### config.mk
export PLATFORM = sky130hd
export DESIGN_NAME = coalescing_work_queue_core_flat
export DESIGN_NICKNAME = d
export VERILOG_FILES = /design/src/cwq_pkg.sv /design/src/cwq_req_if.sv /design/src/cwq_rsp_if.sv /design/src/cwq_ram.sv /design/src/coalescing_work_queue_core.sv /design/src/flat_wrapper.sv
export VERILOG_INCLUDE_DIRS = /design/src /design/src/src
export SDC_FILE = /design/constraint.sdc
export NUM_CORES = 2
export LEC_CHECK = 0
export BUFFER_PORTS_ARGS = -buffer_cell sky130_fd_sc_hd__buf_2
export CORE_ASPECT_RATIO = 0.9
export CORE_UTILIZATION = 45
export DETAILED_ROUTE_END_ITERATION = 10
export GPL_TIMING_DRIVEN = 0
export MAX_ROUTING_LAYER = met4
export PLACE_DENSITY = 0.72
export SLEW_MARGIN = 20
export SYNTH_ARGS = -nofsm -noshare
export SYNTH_HDL_FRONTEND = slang
export SYNTH_SLANG_ARGS = --single-unit
### constraint.sdc
create_clock -name clk_i -period 19.5 [get_ports clk_i]
set_input_delay 1.95 -clock clk_i [delete_from_list [all_inputs] [get_ports clk_i]]
set_output_delay 1.95 -clock clk_i [all_outputs]
set_load 0.02 [all_outputs]
### src/coalescing_work_queue_core_defines.svh
// Assertion macros for the coalescing work queue core.
// Used by the top level only; expects clk_i and rst_ni in scope.
`ifndef COALESCING_WORK_QUEUE_CORE_DEFINES_SVH
`define COALESCING_WORK_QUEUE_CORE_DEFINES_SVH

// same-cycle implication, ignored while in reset
`define CWQ_ASSERT_IMP(label, ante, cons, msg) \
  label: assert property (@(posedge clk_i) disable iff (!rst_ni) (ante) |-> (cons)) \
    else $error(msg);

// next-cycle implication, ignored while in reset
`define CWQ_ASSERT_NXT(label, ante, cons, msg) \
  label: assert property (@(posedge clk_i) disable iff (!rst_ni) (ante) |=> (cons)) \
    else $error(msg);

`endif

### src/cwq_pkg.sv
// Types and codes shared by the coalescing work queue core.
// No dependencies.
`default_nettype none

package cwq_pkg;

  typedef enum logic [1:0] {
    REQ_ADD      = 2'd0,
    REQ_CLAIM    = 2'd1,
    REQ_COMPLETE = 2'd2,
    REQ_RELEASE  = 2'd3
  } req_e;

  typedef enum logic [2:0] {
    STAT_UPDATED   = 3'd0,
    STAT_ADDED     = 3'd1,
    STAT_FULL      = 3'd2,
    STAT_CLAIMED   = 3'd3,
    STAT_NONE      = 3'd4,
    STAT_REMOVED   = 3'd5,
    STAT_NOT_FOUND = 3'd6,
    STAT_RELEASED  = 3'd7
  } status_e;

  typedef enum logic [1:0] {
    ST_IDLE,
    ST_SCAN,
    ST_SHIFT,
    ST_EMIT
  } state_e;

  // one table entry as held in the entry RAM
  typedef struct packed {
    logic [31:0] db;
    logic [31:0] rel;
    logic [63:0] ptr;
    logic [31:0] xid;
    logic        busy;
    logic [15:0] owner;
  } entry_t;

  localparam int unsigned ENTRY_W = $bits(entry_t);

  typedef struct packed {
    status_e     status;
    logic [31:0] db;
    logic [31:0] rel;
    logic [63:0] ptr;
    logic [31:0] xid;
    logic [4:0]  count;
  } rsp_t;

endpackage

`default_nettype wire

### src/cwq_req_if.sv
// Request channel of the coalescing work queue: valid/ready plus request fields.
// No dependencies.
`default_nettype none

interface cwq_req_if;
  logic        valid;
  logic        ready;
  logic [1:0]  req_type;
  logic [31:0] db_id;
  logic [31:0] rel_id;
  logic [63:0] undo_ptr;
  logic [31:0] xid_in;
  logic [15:0] wkr_id;

  modport source (
    output valid, req_type, db_id, rel_id, undo_ptr, xid_in, wkr_id,
    input  ready
  );
  modport sink (
    input  valid, req_type, db_id, rel_id, undo_ptr, xid_in, wkr_id,
    output ready
  );
endinterface

`default_nettype wire

### src/cwq_rsp_if.sv
// Result channel of the coalescing work queue: valid/ready plus result fields.
// No dependencies.
`default_nettype none

interface cwq_rsp_if;
  logic        valid;
  logic        ready;
  logic [2:0]  status;
  logic [31:0] out_db_id;
  logic [31:0] out_rel_id;
  logic [63:0] out_undo_ptr;
  logic [31:0] out_xid;
  logic [4:0]  out_count;

  modport source (
    output valid, status, out_db_id, out_rel_id, out_undo_ptr, out_xid, out_count,
    input  ready
  );
  modport sink (
    input  valid, status, out_db_id, out_rel_id, out_undo_ptr, out_xid, out_count,
    output ready
  );
endinterface

`default_nettype wire

### src/cwq_ram.sv
// Generic simple dual-port RAM: one write port, one read port, registered read.
// No dependencies.
`default_nettype none

module cwq_ram #(
  parameter int unsigned WIDTH = 8,
  parameter int unsigned DEPTH = 16
) (
  input  wire logic                     clk_i,
  input  wire logic                     we_i,
  input  wire logic [$clog2(DEPTH)-1:0] waddr_i,
  input  wire logic [WIDTH-1:0]         wdata_i,
  input  wire logic                     re_i,
  input  wire logic [$clog2(DEPTH)-1:0] raddr_i,
  output logic      [WIDTH-1:0]         rdata_o
);

  logic [WIDTH-1:0] mem_q [DEPTH];

  always_ff @(posedge clk_i) begin
    if (we_i) begin
      mem_q[waddr_i] <= wdata_i;
    end
    if (re_i) begin
      rdata_o <= mem_q[raddr_i];
    end
  end

endmodule

`default_nettype wire

### src/coalescing_work_queue_core.sv
// Coalescing work queue: ordered table of work entries keyed by (db, rel).
// Depends on cwq_pkg, cwq_req_if, cwq_rsp_if, cwq_ram and the defines header.
//
//   channel | dir | beat contents
//   req_i   | in  | req_type, db_id, rel_id, undo_ptr, xid_in, wkr_id
//   rsp_o   | out | status, out_db_id, out_rel_id, out_undo_ptr, out_xid, out_count
//
// A request scans the entry RAM one entry per cycle through its single read
// port; add, claim and complete stop at the first hit. Complete then shifts
// the later entries down one per cycle over the same port. Release always
// visits every entry held. No clearing pass after reset: only entries below
// the count are ever read. A finished result sits in the output register; a
// stalled rsp_o only holds the sequencer once the next result is ready.
`default_nettype none
`include "coalescing_work_queue_core_defines.svh"

module coalescing_work_queue_core
  import cwq_pkg::*;
#(
  parameter int unsigned MAX_ITEMS = 16
) (
  input  wire logic clk_i,
  input  wire logic rst_ni,
  cwq_req_if.sink   req_i,
  cwq_rsp_if.source rsp_o
);

  localparam int unsigned IW = $clog2(MAX_ITEMS);
  localparam int unsigned CW = $clog2(MAX_ITEMS + 1);
  localparam logic [CW-1:0] CNT_MAX = CW'(MAX_ITEMS);

  state_e        state_q, state_d;
  req_e          op_q;
  logic [31:0]   key_db_q, key_rel_q, xid_q;
  logic [63:0]   ptr_q;
  logic [15:0]   wid_q;
  logic [CW-1:0] cnt_q, cnt_d;
  logic [CW-1:0] rd_idx_q, rd_idx_d;
  logic          rd_vld_q, rd_vld_d;
  logic [IW-1:0] cmp_idx_q, cmp_idx_d;
  rsp_t          res_q, res_d;
  rsp_t          out_q, out_d;
  logic          out_vld_q, out_vld_d;

  logic               ram_we, ram_re;
  logic [IW-1:0]      ram_waddr, ram_raddr;
  logic [ENTRY_W-1:0] ram_wdata, ram_rdata;
  entry_t             rd_ent, wr_ent;

  logic req_acc, issue, scan_end, hit, stop_hit, emit_go;
  logic db_eq, rel_eq;
  logic [CW+4:0] cnt_ext;

  cwq_ram #(
    .WIDTH(ENTRY_W),
    .DEPTH(MAX_ITEMS)
  ) u_entries (
    .clk_i  (clk_i),
    .we_i   (ram_we),
    .waddr_i(ram_waddr),
    .wdata_i(ram_wdata),
    .re_i   (ram_re),
    .raddr_i(ram_raddr),
    .rdata_o(ram_rdata)
  );

  assign rd_ent    = entry_t'(ram_rdata);
  assign ram_wdata = ENTRY_W'(wr_ent);

  assign req_i.ready = (state_q == ST_IDLE);
  assign req_acc     = req_i.valid && req_i.ready;

  // compare unit, shared by every request type
  assign db_eq  = (rd_ent.db == key_db_q);
  assign rel_eq = (rd_ent.rel == key_rel_q);
  always_comb begin
    case (op_q)
      REQ_ADD:      hit = db_eq && rel_eq;
      REQ_CLAIM:    hit = !rd_ent.busy && db_eq;
      REQ_COMPLETE: hit = db_eq && rel_eq && (rd_ent.owner == wid_q);
      REQ_RELEASE:  hit = db_eq;
      default:      hit = 1'b0;
    endcase
  end

  assign issue    = (rd_idx_q < cnt_q);
  assign scan_end = !rd_vld_q && !issue;
  assign stop_hit = rd_vld_q && hit && (op_q != REQ_RELEASE);
  assign emit_go  = !out_vld_q || rsp_o.ready;

  // next state
  always_comb begin
    state_d = state_q;
    case (state_q)
      ST_IDLE: begin
        if (req_acc) state_d = ST_SCAN;
      end
      ST_SCAN: begin
        if (stop_hit) begin
          state_d = (op_q == REQ_COMPLETE) ? ST_SHIFT : ST_EMIT;
        end else if (scan_end) begin
          state_d = ST_EMIT;
        end
      end
      ST_SHIFT: begin
        if (scan_end) state_d = ST_EMIT;
      end
      ST_EMIT: begin
        if (emit_go) state_d = ST_IDLE;
      end
      default: state_d = ST_IDLE;
    endcase
  end

  // datapath and RAM control
  always_comb begin
    ram_re    = 1'b0;
    ram_raddr = rd_idx_q[IW-1:0];
    ram_we    = 1'b0;
    ram_waddr = cmp_idx_q;
    wr_ent    = rd_ent;
    rd_idx_d  = rd_idx_q;
    rd_vld_d  = 1'b0;
    cmp_idx_d = cmp_idx_q;
    cnt_d     = cnt_q;
    res_d     = res_q;
    out_d     = out_q;
    out_vld_d = out_vld_q;
    cnt_ext   = {5'd0, cnt_q};

    if (out_vld_q && rsp_o.ready) out_vld_d = 1'b0;

    case (state_q)
      ST_IDLE: begin
        if (req_acc) begin
          rd_idx_d = '0;
          res_d    = '0;
        end
      end
      ST_SCAN, ST_SHIFT: begin
        ram_re   = issue;
        rd_vld_d = issue;
        if (issue) begin
          rd_idx_d  = rd_idx_q + 1'b1;
          cmp_idx_d = rd_idx_q[IW-1:0];
        end
        if (state_q == ST_SCAN) begin
          if (rd_vld_q && hit) begin
            case (op_q)
              REQ_ADD: begin
                ram_we       = 1'b1;
                wr_ent.ptr   = ptr_q;
                wr_ent.xid   = xid_q;
                res_d.status = STAT_UPDATED;
              end
              REQ_CLAIM: begin
                ram_we       = 1'b1;
                wr_ent.busy  = 1'b1;
                wr_ent.owner = wid_q;
                res_d.status = STAT_CLAIMED;
                res_d.db     = rd_ent.db;
                res_d.rel    = rd_ent.rel;
                res_d.ptr    = rd_ent.ptr;
                res_d.xid    = rd_ent.xid;
              end
              REQ_RELEASE: begin
                ram_we      = 1'b1;
                wr_ent.busy = 1'b0;
              end
              default: ;
            endcase
          end else if (scan_end) begin
            case (op_q)
              REQ_ADD: begin
                if (cnt_q < CNT_MAX) begin
                  ram_we       = 1'b1;
                  ram_waddr    = cnt_q[IW-1:0];
                  wr_ent       = '{db: key_db_q, rel: key_rel_q, ptr: ptr_q,
                                   xid: xid_q, busy: 1'b0, owner: 16'd0};
                  cnt_d        = cnt_q + 1'b1;
                  res_d.status = STAT_ADDED;
                end else begin
                  res_d.status = STAT_FULL;
                end
              end
              REQ_CLAIM:    res_d.status = STAT_NONE;
              REQ_COMPLETE: res_d.status = STAT_NOT_FOUND;
              REQ_RELEASE:  res_d.status = STAT_RELEASED;
              default:      res_d.status = STAT_NONE;
            endcase
          end
        end else begin
          // shift down: the entry read last cycle moves one place lower
          if (rd_vld_q) begin
            ram_we    = 1'b1;
            ram_waddr = cmp_idx_q - 1'b1;
          end
          if (scan_end) begin
            cnt_d        = cnt_q - 1'b1;
            res_d.status = STAT_REMOVED;
          end
        end
      end
      ST_EMIT: begin
        if (emit_go) begin
          out_d       = res_q;
          out_d.count = cnt_ext[4:0];
          out_vld_d   = 1'b1;
        end
      end
      default: ;
    endcase
  end

  always_ff @(posedge clk_i or negedge rst_ni) begin
    if (!rst_ni) begin
      state_q   <= ST_IDLE;
      cnt_q     <= '0;
      rd_idx_q  <= '0;
      rd_vld_q  <= 1'b0;
      out_vld_q <= 1'b0;
    end else begin
      state_q   <= state_d;
      cnt_q     <= cnt_d;
      rd_idx_q  <= rd_idx_d;
      rd_vld_q  <= rd_vld_d;
      out_vld_q <= out_vld_d;
    end
  end

  always_ff @(posedge clk_i) begin
    if (req_acc) begin
      op_q      <= req_e'(req_i.req_type);
      key_db_q  <= req_i.db_id;
      key_rel_q <= req_i.rel_id;
      ptr_q     <= req_i.undo_ptr;
      xid_q     <= req_i.xid_in;
      wid_q     <= req_i.wkr_id;
    end
    cmp_idx_q <= cmp_idx_d;
    res_q     <= res_d;
    out_q     <= out_d;
  end

  assign rsp_o.valid        = out_vld_q;
  assign rsp_o.status       = out_q.status;
  assign rsp_o.out_db_id    = out_q.db;
  assign rsp_o.out_rel_id   = out_q.rel;
  assign rsp_o.out_undo_ptr = out_q.ptr;
  assign rsp_o.out_xid      = out_q.xid;
  assign rsp_o.out_count    = out_q.count;

  `CWQ_ASSERT_IMP(a_cnt_bound, 1'b1, cnt_q <= CNT_MAX, "entry count above capacity")
  `CWQ_ASSERT_NXT(a_accept_scan, req_acc, state_q == ST_SCAN,
                  "accepted beat did not start a scan")
  `CWQ_ASSERT_IMP(a_no_rw_clash, ram_we && ram_re, ram_waddr != ram_raddr,
                  "RAM read and write hit one entry")
  `CWQ_ASSERT_IMP(a_zero_fields, out_vld_q && (out_q.status != STAT_CLAIMED),
                  (out_q.db == 32'd0) && (out_q.ptr == 64'd0) && (out_q.xid == 32'd0),
                  "unclaimed result carries entry data")

endmodule

`default_nettype wire

### src/flat_wrapper.sv
// flat-port wrapper written by rule: the top's interface ports become plain ports
module coalescing_work_queue_core_flat import cwq_pkg::*;
#(
  parameter int unsigned MAX_ITEMS = 16
)
  (clk_i, rst_ni, req_i_valid, req_i_req_type, req_i_db_id, req_i_rel_id, req_i_undo_ptr, req_i_xid_in, req_i_wkr_id, req_i_ready, rsp_o_valid, rsp_o_status, rsp_o_out_db_id, rsp_o_out_rel_id, rsp_o_out_undo_ptr, rsp_o_out_xid, rsp_o_out_count, rsp_o_ready);
  cwq_req_if req_i_i ();
  cwq_rsp_if rsp_o_i ();
  input  wire logic clk_i;
  input  wire logic rst_ni;
  input wire logic [$bits(req_i_i.valid)-1:0] req_i_valid;
  input wire logic [$bits(req_i_i.req_type)-1:0] req_i_req_type;
  input wire logic [$bits(req_i_i.db_id)-1:0] req_i_db_id;
  input wire logic [$bits(req_i_i.rel_id)-1:0] req_i_rel_id;
  input wire logic [$bits(req_i_i.undo_ptr)-1:0] req_i_undo_ptr;
  input wire logic [$bits(req_i_i.xid_in)-1:0] req_i_xid_in;
  input wire logic [$bits(req_i_i.wkr_id)-1:0] req_i_wkr_id;
  output wire logic [$bits(req_i_i.ready)-1:0] req_i_ready;
  output wire logic [$bits(rsp_o_i.valid)-1:0] rsp_o_valid;
  output wire logic [$bits(rsp_o_i.status)-1:0] rsp_o_status;
  output wire logic [$bits(rsp_o_i.out_db_id)-1:0] rsp_o_out_db_id;
  output wire logic [$bits(rsp_o_i.out_rel_id)-1:0] rsp_o_out_rel_id;
  output wire logic [$bits(rsp_o_i.out_undo_ptr)-1:0] rsp_o_out_undo_ptr;
  output wire logic [$bits(rsp_o_i.out_xid)-1:0] rsp_o_out_xid;
  output wire logic [$bits(rsp_o_i.out_count)-1:0] rsp_o_out_count;
  input wire logic [$bits(rsp_o_i.ready)-1:0] rsp_o_ready;
  assign req_i_i.valid = req_i_valid;
  assign req_i_i.req_type = req_i_req_type;
  assign req_i_i.db_id = req_i_db_id;
  assign req_i_i.rel_id = req_i_rel_id;
  assign req_i_i.undo_ptr = req_i_undo_ptr;
  assign req_i_i.xid_in = req_i_xid_in;
  assign req_i_i.wkr_id = req_i_wkr_id;
  assign req_i_ready = req_i_i.ready;
  assign rsp_o_valid = rsp_o_i.valid;
  assign rsp_o_status = rsp_o_i.status;
  assign rsp_o_out_db_id = rsp_o_i.out_db_id;
  assign rsp_o_out_rel_id = rsp_o_i.out_rel_id;
  assign rsp_o_out_undo_ptr = rsp_o_i.out_undo_ptr;
  assign rsp_o_out_xid = rsp_o_i.out_xid;
  assign rsp_o_out_count = rsp_o_i.out_count;
  assign rsp_o_i.ready = rsp_o_ready;
  coalescing_work_queue_core #(.MAX_ITEMS(MAX_ITEMS)) u_core (.clk_i(clk_i), .rst_ni(rst_ni), .req_i(req_i_i), .rsp_o(rsp_o_i));
endmodule
==> PnR_summary.wiki <==
{| class="wikitable"
! Metric !! Value
|-
| Critical path fanouts, max || 10
|-
| Skew-Pair Late Insertion Delay || 900 ps
|-
| Final setup violating endpoints || 0
|-
| Highest routing layer actually used || met4
|-
| Proportion of synthesized flip-flops having asynchronous set or reset || 0.3959%
|-
| Number of placement rows || 188
|-
| Top cells by instance count after synthesis || edfxtp_1 (3522), mux4_2 (885), and2_1 (164)
|-
| Final layout net count || 6711
|-
| Initial standard-cell utilization of the core || 45.32%
|-
| Largest net degree at the start of global routing || 62
|-
| Leading cell types by total area after synthesis || edfxtp_1 (80%), mux4_2 (15%), mux2_2 (1.0%)
|-
| DRC viols || 0
|-
| Clk pin slew, worst setup/hold paths || 60 ps
|-
| Total non-filler cell area in the finished layout || 0.1555 mm2
|-
| Number of detailed-route iterations in the first pass || 5
|-
| Clock skew || 48.24 ps
|-
| Minimum period implied by the final worst setup slack || 6194 ps
|-
| Met2 wire length || 164000 um
|-
| Category of the most critical setup path || reg -> reg
|-
| Simple-gate area share of the yosys netlist || 1.309%
|-
| Result of the run || completed
|-
| Total Neg Setup Slack || 0 ps
|-
| Area overhead of the layout relative to synthesis || 17.56%
|-
| Setup repair after global routing missed its margin || false
|-
| Highest clock rate || 161.4 MHz
|-
| Sequential cell area fraction in the yosys report || 80.20%
|-
| Type of element launching the critical path || flip-flop
|-
| Worst path required time || 20060 ps
|-
| Placed standard-cell area || 0.1444 mm2
|-
| Main combinational cell family by area after synthesis || multiplexers
|-
| Remaining global-route overflow || 0
|-
| Std-Cell Core Area || 0.2919 mm2
|-
| Inserted Clock Buffers || 354
|-
| Port Buffer Count || 351
|-
| Primary flip-flop cell chosen by synthesis mapping || edfxtp_1
|-
| H-tree depth || 5
|-
| Vias in the first global route || 64021
|-
| Global placer's final weighted congestion || 0.8077
|-
| Start point of the critical path || u_core.key_rel_q[25]$_DFFE_PP_
|-
| Dpl hpwl || 227800 um
|-
| Number of enable-type register cells in the synthesized netlist || 3522
|-
| Initial antenna violation count || 14
|-
| Final count of pins violating max slew || 0
|-
| Fraction of the mapped netlist area in adder cells || 0.1475%
|-
| Sum of met3 wire segment lengths after detailed routing || 37770 um
|-
| Worst hold path type || reg -> reg
|-
| Total routed wirelength || 341800 um
|-
| Global-route wire length before repair || 477500 um
|-
| Static leakage power || 0.03758 uW
|-
| Power density over the cells || 118.6 mW/mm2
|-
| Clk sink count || 3536
|-
| Critical Path AT || 6750 ps
|-
| Overall via count from detail_route || 63973
|-
| Number of synthesized register bits || 3536
|-
| Number of violations reported at the end of detailed-routing iteration 0 || 9092
|-
| Setup fix buffers added after clock tree synthesis || 0
|-
| Clock tree from TritonCTS || built
|-
| Count of instances resized after the clock tree is built || 0
|-
| Largest buffer count on any clock path || 4
|-
| Routed length on met1 || 128400 um
|-
| Area share of the largest cell type after synthesis || 79.94%
|-
| Distinct cell type count after synthesis || 57
|-
| Clock tree root driver cell || clkbuf_16
|-
| Ratio of cells with drive above 1 in the final layout || 36.98%
|-
| Post-Synthesis Mean Instance Area || 24.92 um2
|-
| Library cell with the highest instance count after synthesis || edfxtp_1
|-
| Chip height || 516.4 um
|-
| Fill cells || 21390
|-
| Final period util || 31.77%
|-
| Worst-margin pin slew || 1147 ps
|-
| Max rail drop VDD || 106.2 uV
|-
| Vias per std cell || 5.971
|-
| Routed wire length per instance || 31.90 um
|-
| Share of cell area taken by muxes after synthesis || 16.56%
|-
| Cell taking the most area after synthesis || edfxtp_1
|-
| Synthesized Nets || 5506
|-
| Overall die width || 573.6 um
|-
| I/O pin count || 352
|-
| Slew Limit Headroom || 23.53%
|-
| GRT Util Overall || 23.54%
|-
| Number of nets with antenna violations after routing || 0
|-
| Reg-to-Reg Start || u_core.key_rel_q[25]$_DFFE_PP_
|-
| Endpoint class of the critical path || flip-flop
|-
| Compound-cell area share of the yosys netlist || 0.4000%
|-
| Post-Synth XOR/XNOR Area || 0.5627%
|-
| Synthesized cell area || 0.1323 mm2
|-
| Hold violation count in the final report || 0
|-
| Die area || 0.2962 mm2
|-
| Warnings from Yosys || 0
|-
| Number of buffers added to fix hold violations after cts || 0
|-
| Max-capacitance violation count || 0
|-
| Instance count of the mapped netlist || 5309
|-
| Launch point of the worst hold path || u_core.res_q[160]$_SDFFCE_PP0P_
|}
==> kinds of logic after synthesis <==
group           count (synthesis)
xor+xnor                       85
flops                        3536
compound gates                 73
simple gates                  290
buf+inv                       262
mux                          1048
fa+ha+maj                      15
==> cell usage in the layout, fill, tap and decap left out, types with 7 or more instances in the layout <==
master / n
a21oi_1: 13
a22o_1: 17
and2_1: 161
buf_1: 20
buf_12: 9
buf_16: 21
buf_2: 403
buf_4: 245
buf_6: 202
buf_8: 28
bufinv_16: 26
clkbuf_1: 186
clkbuf_16: 361
clkbuf_2: 57
clkinv_1: 87
clkinv_2: 52
dfrtp_1: 14
diode_2: 26
edfxtp_1: 3522
ha_1: 14
inv_1: 16
inv_6: 14
mux2_2: 121
mux2_4: 40
mux4_2: 885
nand2_1: 28
nand3_1: 7
nand4_1: 9
nor2_1: 18
nor3b_2: 7
nor4_1: 22
o21ai_0: 14
xnor2_1: 10
xor2_1: 75
==> worst max-delay path, stage by stage, from the launching register on <==
cell and delay [ps]:
edfxtp_1 540, xor2_1 250, nor4_1 860, nand4_1 530, nor3_2 630, nand3_1 150, a21oi_1 270, a21oi_2 260
buf_4 280, nor3b_2 570, buf_6 250, buf_4 220, buf_4 230, buf_4 210, buf_4 210, buf_4 200
buf_4 200
==> cell type report <==
| type | count | area, um2 | area share (%) |
|---|---|---|---|
| antenna | 26 | 65.06 | 0.04183 |
| buffer | 246 | 1105 | 0.7104 |
| clock buffer | 437 | 9319 | 5.992 |
| clock inverter | 198 | 1722 | 1.107 |
| inverter | 16 | 60.06 | 0.03861 |
| multi-input combinational | 1511 | 25300 | 16.26 |
| sequential | 3536 | 106100 | 68.23 |
| tap | 3895 | 4873 | 3.133 |
| timing repair buffer | 849 | 6978 | 4.487 |
==> registers in the layout, summed over array words and instances (netlist names) <==
name / flops
u_core.u_entries.rdata_o: 177
u_core.rsp_o.out_xid: 32
u_core.cmp_idx_q: 4
u_core.rsp_o.out_db_id: 32
u_core.rd_idx_q: 5
u_core.rsp_o.out_rel_id: 32
u_core.ptr_q: 64
u_core.rsp_o.out_undo_ptr: 64
u_core.op_q: 2
u_core.wid_q: 16
u_core.u_entries.mem_q: 2832
u_core.rsp_o.out_count: 5
u_core.res_q: 163
u_core.key_db_q: 32
u_core.rsp_o.valid: 1
u_core.rsp_o.status: 3
u_core.xid_q: 32
u_core.state_q: 2
u_core.cnt_q: 5
u_core.key_rel_q: 32
u_core.rd_vld_q: 1
==> metal layers <==
layer  track usage [%]  up-vias
li1                  -    25201
met1             30.91    33911
met2             36.78     4214
met3             5.380      647
met4             7.403        0
met5                 -        -
==> report_power, final <==
| part | switching, uW | total [uW] | internal, uW |
|---|---|---|---|
| Clock | 2850 | 6600 | 3740 |
| Sequential | 140 | 8860 | 8720 |
| Combinational | 2020 | 2990 | 965 |
| Total | 5020 | 18500 | 13400 |
==> metrics by stage <==
stage / hold slack [ps] / utilization, % / power (uW) / std cells / setup WS [ps]
floorplan: 400.3 / - / 10720 / 5309 / 3494
global placement: 405.9 / 47.61 / 12240 / 9555 / -15220
detailed placement: 404.5 / 49.45 / 12010 / 10051 / 13560
CTS: 394.5 / 53.23 / 18560 / 10686 / 13410
global route: 409.5 / 53.27 / 18960 / 10707 / 13310
finish: 396.7 / 53.28 / 18450 / 10714 / 13310
==> worst paths after layout <==
check,slack (ps),cells past startpoint,endpoint
worst max-delay path,13310,16,u_core.u_entries.mem_q[10][73]$_DFFE_PP_
worst min-delay path,400,0,u_core.rsp_o.out_db_id[27]$_DFFE_PP_
worst max register to register,13310,16,u_core.u_entries.mem_q[10][73]$_DFFE_PP_
worst min register to register,400,0,u_core.rsp_o.out_db_id[27]$_DFFE_PP_
max in group asynchronous,18090,1,u_core.rd_idx_q[2]$_DFFE_PN0P_
min in group asynchronous,1020,1,u_core.rsp_o.valid$_DFF_PN0_
Power figures use the tool's default switching activity.
